[src/rtl/fsts_pkg.sv]
// Package for the fair-share task scheduler: operation codes, weight table,
// command and job types. Used by every module of the block; depends on nothing.
package fsts_pkg;

    localparam int DefNumTasks   = 16;
    localparam int DefRuntimeBits = 32;
    localparam int ModeW   = 3;
    localparam int IdW     = 4;
    localparam int LevelW  = 6;
    localparam int WeightW = 17;
    localparam int BusyW   = 7;
    localparam int FloorW  = 32;
    localparam int LevelCount = 40;

    localparam logic [WeightW-1:0] IdleWeight    = 17'd88761;
    localparam logic [WeightW-1:0] DefaultWeight = 17'd1024;
    localparam logic [WeightW-1:0] ClampLimit    = 17'd88761;
    localparam logic [BusyW-1:0]   BusyMax       = 7'd100;

    typedef enum logic [ModeW-1:0] {
        MODE_TICK    = 3'd0,
        MODE_CREATE  = 3'd1,
        MODE_DELETE  = 3'd2,
        MODE_SUSPEND = 3'd3,
        MODE_RESUME  = 3'd4,
        MODE_SETPRIO = 3'd5
    } mode_t;

    // One queued command word.
    typedef struct packed {
        logic [ModeW-1:0]   mode;
        logic [IdW-1:0]     task_id;
        logic [LevelW-1:0]  level;
        logic               intact;
        logic               level_ok;
    } cmd_t;

    // Weight for a nice level offset 0..39.
    function automatic logic [WeightW-1:0] weight_of(input logic [5:0] idx);
        logic [WeightW-1:0] w;
        begin
            case (idx)
                6'd0: w = 17'd88761;  6'd1: w = 17'd71755;  6'd2: w = 17'd56483;
                6'd3: w = 17'd46273;  6'd4: w = 17'd36291;  6'd5: w = 17'd29154;
                6'd6: w = 17'd23254;  6'd7: w = 17'd18705;  6'd8: w = 17'd14949;
                6'd9: w = 17'd11916;  6'd10: w = 17'd9548;  6'd11: w = 17'd7620;
                6'd12: w = 17'd6100;  6'd13: w = 17'd4904;  6'd14: w = 17'd3906;
                6'd15: w = 17'd3121;  6'd16: w = 17'd2501;  6'd17: w = 17'd1991;
                6'd18: w = 17'd1586;  6'd19: w = 17'd1277;  6'd20: w = 17'd1024;
                6'd21: w = 17'd820;   6'd22: w = 17'd655;   6'd23: w = 17'd526;
                6'd24: w = 17'd423;   6'd25: w = 17'd335;   6'd26: w = 17'd272;
                6'd27: w = 17'd215;   6'd28: w = 17'd172;   6'd29: w = 17'd137;
                6'd30: w = 17'd110;   6'd31: w = 17'd87;    6'd32: w = 17'd70;
                6'd33: w = 17'd56;    6'd34: w = 17'd45;    6'd35: w = 17'd36;
                6'd36: w = 17'd29;    6'd37: w = 17'd23;    6'd38: w = 17'd18;
                6'd39: w = 17'd15;
                default: w = 17'd15;
            endcase
            weight_of = w;
        end
    endfunction

endpackage

[src/rtl/fsts_front.sv]
// Front end: accepts commands, checks the priority level and queues the word.
// Depends on fsts_pkg.
module fsts_front
    import fsts_pkg::*;
(
    input  logic                clk,
    input  logic                rst_n,
    input  logic                start,
    input  logic [ModeW-1:0]    mode,
    input  logic [IdW-1:0]      task_id,
    input  logic signed [LevelW-1:0] priority_req,
    input  logic                stack_intact,
    input  logic                back_idle,
    input  logic                pop,
    output logic                busy,
    output logic                q_valid,
    output cmd_t                q_word
);

    logic   full_reg;
    logic   full_next;
    cmd_t   word_reg;
    logic   take;

    // One entry queue; a new word is taken only when the back is idle too.
    assign busy = full_reg || !back_idle;
    assign take = start && !busy;

    always_comb
    begin
        full_next = full_reg;
        if (pop)
        begin
            full_next = 1'b0;
        end
        if (take)
        begin
            full_next = 1'b1;
        end
    end

    always_ff @(posedge clk or negedge rst_n)
    begin
        if (!rst_n)
        begin
            full_reg <= 1'b0;
        end
        else
        begin
            full_reg <= full_next;
        end
    end

    // Capture the command word; classify the level as inside -20..19 or not.
    always_ff @(posedge clk)
    begin
        if (take)
        begin
            word_reg.mode     <= mode;
            word_reg.task_id  <= task_id;
            word_reg.level    <= priority_req + 6'sd20;
            word_reg.intact   <= stack_intact;
            word_reg.level_ok <= (priority_req >= -6'sd20) && (priority_req <= 6'sd19);
        end
    end

    assign q_valid = full_reg;
    assign q_word  = word_reg;

endmodule

[config.mk]
export PLATFORM = sky130hd
export DESIGN_NAME = fsts_front
export DESIGN_NICKNAME = d
export VERILOG_FILES = /design/src/rtl/fsts_pkg.sv /design/src/rtl/fsts_front.sv
export SDC_FILE = /design/constraint.sdc
export NUM_CORES = 1
export LEC_CHECK = 0
export BUFFER_PORTS_ARGS = -buffer_cell sky130_fd_sc_hd__buf_2
export CAP_MARGIN = 40
export CORE_MARGIN = 10
export CORE_UTILIZATION = 41
export DETAILED_ROUTE_END_ITERATION = 8
export GPL_ROUTABILITY_DRIVEN = 0
export GPL_TIMING_DRIVEN = 0
export PLACE_DENSITY = 0.75
export SYNTH_ARGS = -nofsm -noshare
export SYNTH_HDL_FRONTEND = slang
export SYNTH_SLANG_ARGS = --single-unit
[constraint.sdc]
create_clock -name clk -period 3.9 [get_ports clk]
set_input_delay 0.78 -clock clk [delete_from_list [all_inputs] [get_ports clk]]
set_output_delay 0.78 -clock clk [all_outputs]
set_load 0.03 [all_outputs]
== Word level (Yosys, flattened, before mapping) ==
Index checks and enable logic that the tools add are counted.
Widths: inputs -> output; s select.

* Bits in registers: 16
* Input port bits: 19
* Output and inout port bits: 17
* Logic and storage cells: 17

* Add/sub/neg operators: 1
* Order comparisons: 2
* Multiplexer cells: 2
* Reduce and logical (&&, ||, !) cells: 6

{| class="wikitable"
|+ Operator list
! kind !! number
|-
| $add 6x6->6 const B || 1
|-
| $ge 6x6->1 const B || 1
|-
| $le 6x6->1 const B || 1
|-
| $logic_and 1x1->1 || 2
|-
| $logic_not 1->1 || 2
|-
| $mux 1 || 2
|-
| $reduce_bool 2->1 || 1
|-
| $logic_or 1x1->1 || 1
|}

== Logic depth before layout (Yosys ltp) ==
* Word-level depth: 5
* Depth in mapped cells: 4
* Mapped depth without buffers: 4

== Worst setup path after synthesis ==
Ideal clock, no wire load.

* Path type: input-to-reg
* From: input start
* To: register word_reg, in the netlist q_word[0], enable pin
* Library setup time: 0.386 ns
* Arrival time: 1.492 ns
* Required time: 3.514 ns
* Path slack: 2.022 ns
* Stages: 2
* Path buffers: 0
* Path through: nand2_1 nor2_1

* Longest elaborated chain between the ends: 1

{| class="wikitable"
|+ RTL lines
! element !! line !! RTL
|-
| from (decl) || fsts_front.sv:8 || <nowiki>input logic start,</nowiki>
|-
| $logic_and 1x1->1 || fsts_front.sv:27 || <nowiki>assign take = start && !busy;</nowiki>
|-
| to (decl) || fsts_front.sv:22 || <nowiki>cmd_t word_reg;</nowiki>
|}

No other way between the ends.
A chain may end at the register's enable or synchronous reset.

== Worst setup path after layout ==
* From: input back_idle
* To: output busy

* Longest elaborated chain between the ends: 2

{| class="wikitable"
|+ RTL lines
! element !! line !! RTL
|-
| from (decl) || fsts_front.sv:13 || <nowiki>input logic back_idle,</nowiki>
|-
| $logic_not 1->1 || fsts_front.sv:26 || <nowiki>assign busy = full_reg || !back_idle;</nowiki>
|-
| $logic_or 1x1->1 || fsts_front.sv:26 ||
|-
| to (decl) || fsts_front.sv:15 || <nowiki>output logic busy,</nowiki>
|}

No other way between the ends.

==> qor.csv <==
metric,value,unit
Vias per Instance,4.62,
largest net degree at the start of global routing,10,
Fin. Hold Viols,0,
CTS H-tree lvls,1,
Post-CTS Setup Bufs,0,
"non-filler cells, final",86,
Tot GR Track Use,0.0793,
I/O pins,36,
critical path data arrival time,1.12,ns
placed cell count,82,
first-pass GRT wire length,2060,um
"Warnings, synthesis",0,
worst rel slew slack,0.538,
CP Max Fanout,2,
setup TNS,0,ns
DRC,0,
Num CTS Buffers,3,
critical path endpoint category,primary output,
WL/cell,15.9,um
startpoint types,input port,
cts hold-fix bufs,0,
synthesized area per cell,19.1,um2
Hold WS,0.269,ns
port bufs,35,
CTS max path bufs,2,
fillers,114,
post-synth net total,53,
Starting Density,0.444,
post-synthesis sequential area ratio,0.803,
DR pass1 iterations,4,
unrepaired setup endpoints after global routing,no,
worst reg-to-reg setup slack,2.36,ns
floorplan row count,13,
Final min period,1.90,ns
worst hold path type,in2async,
area grow syn2layout,38.5,%
die area,0.00336,mm2
layout cell share with drive strength beyond 1,0.563,
Post-Syn Area,592,um2
critical path required time,3.12,ns
CTS tree,done,
initial drt markers,7,
# Max-Cap Violations,0,
Tcrit/Tclk final,0.488,
hpwl dp,1190,um
Setup Skew,0.00866,ns
most area-hungry cell type in the Yosys netlist,edfxtp_1,
Max Slew Vio Count,0,
Worst-path clk slew,0.08,ns
diodes inserted,0,
pwr dens,407,mW/mm2
Slew @ Worst Pin,0.690,ns
"Clk Latency, worst-skew pair",0.27,ns
synth top area cells,"edfxtp_1 76%, ha_1 6.3%, dfrtp_1 4.2%",
WS Path Type,in2out,
# resized after CTS,0,
Post-Syn Instances,31,
Synth top area share,0.761,
DRT Wirelength,1370,um
Final nets,94,
# clock sinks,16,
Peak VDD IR,0.268,mV
Leak Pwr,0.365,nW
core area,0.00133,mm2
"flops & latches, synth",16,
antenna violations before repair,0,
ANT nets after route,0,
Via Count,397,
total gr overflow,0,
Root Buffer,clkbuf_4,
vias in the first global route,423,
DIE HEIGHT,58.0,um
Die Span X,58.0,um
Max Clock Freq,526,MHz
count of different cell masters after synthesis,13,
Final setup viols,0,
Tot Pwr,333,uW
outcome,finished clean,
## per-layer routing
metal / global-route usage / part of all wire
met2: 0.137 / 0.53
met1: 0.0764 / 0.34
met3: 0.0523 / 0.12
met4: 0.0201 / 0.0073
met5: 0 / 0
## cells in the mapped netlist (all sizes together)
library cell  number
edfxtp            15
ha                 3
a21oi              2
inv                2
xnor2              2
a311oi             1
dfrtp              1
mux2i              1
nand2              1
nand2b             1
nor2               1
nor3b              1
## per-stage QoR
step | worst slack [ns] | utilization | instance area (um2)
global placement | 1.70 | 0.589 | 786
finish | 2.00 | 0.614 | 820
floorplan | 2.02 | - | 592
CTS | 1.99 | 0.614 | 820
global route | 1.97 | 0.614 | 820
detailed placement | 1.82 | 0.595 | 793
## cells in the final DEF, fill, tap and decap left out, drive strengths merged
cell,Yosys,layout
buf,0,36
edfxtp,15,15
ha,3,3
clkbuf,0,3
xnor2,2,2
inv,2,2
a21oi,2,2
nand2b,1,1
a311oi,1,1
nor3b,1,1
nand2,1,1
nor2,1,1
mux2i,1,1
clkinv,0,1
dfrtp,1,1
## final cells by class
| cell class | instances | area, um2 | share of cell area |
|---|---|---|---|
| Sequential cell | 16 | 475 | 0.580 |
| Multi-Input combinational cell | 13 | 109 | 0.133 |
| Inverter | 2 | 7.51 | 0.00916 |
| Tap cell | 15 | 18.8 | 0.0229 |
| Timing Repair Buffer | 36 | 183 | 0.223 |
| Clock buffer | 3 | 22.5 | 0.0275 |
| Clock inverter | 1 | 3.75 | 0.00458 |
## critical path: stages
cell and delay, ns:
buf_2 0.10, nand2b_1 0.05, buf_2 0.19
## logic make-up after synthesis
logic type / count (synthesis) / share of synthesized area
adders and majority gates: 3 / 0.0634
DFF: 16 / 0.803
xor gates and xnor gates: 2 / 0.0296
and+or+nand+nor: 4 / 0.0359
AOI/OAI and AO/OA: 3 / 0.0381
buffers and inverters: 2 / 0.0127
muxes: 1 / 0.0169
## path summary, 6_finish.rpt
kind	from	endpoint	cells after the start
max	back_idle	busy	3
min	rst_n	q_valid$_DFFE_PN0P_	1
min in group clk	q_valid$_DFFE_PN0P_	q_valid$_DFFE_PN0P_	1
max reg2reg	q_valid$_DFFE_PN0P_	q_word[14]$_DFFE_PP_	2
min reg2reg	q_valid$_DFFE_PN0P_	q_valid$_DFFE_PN0P_	1
max in group asynchronous	rst_n	q_valid$_DFFE_PN0P_	1
## flip-flops by register name, summed over array words and instances, names as in the netlist
name,flops
q_valid,1
q_word,15
## power breakdown
part,internal [mW],leakage (nW),switching [mW],total [mW]
clock,0.0370,0.0154,0.0462,0.0832
combinational,0.0176,0.198,0.0319,0.0495
sequential,0.198,0.151,0.00261,0.200
(Power assumes the default switching activity.)
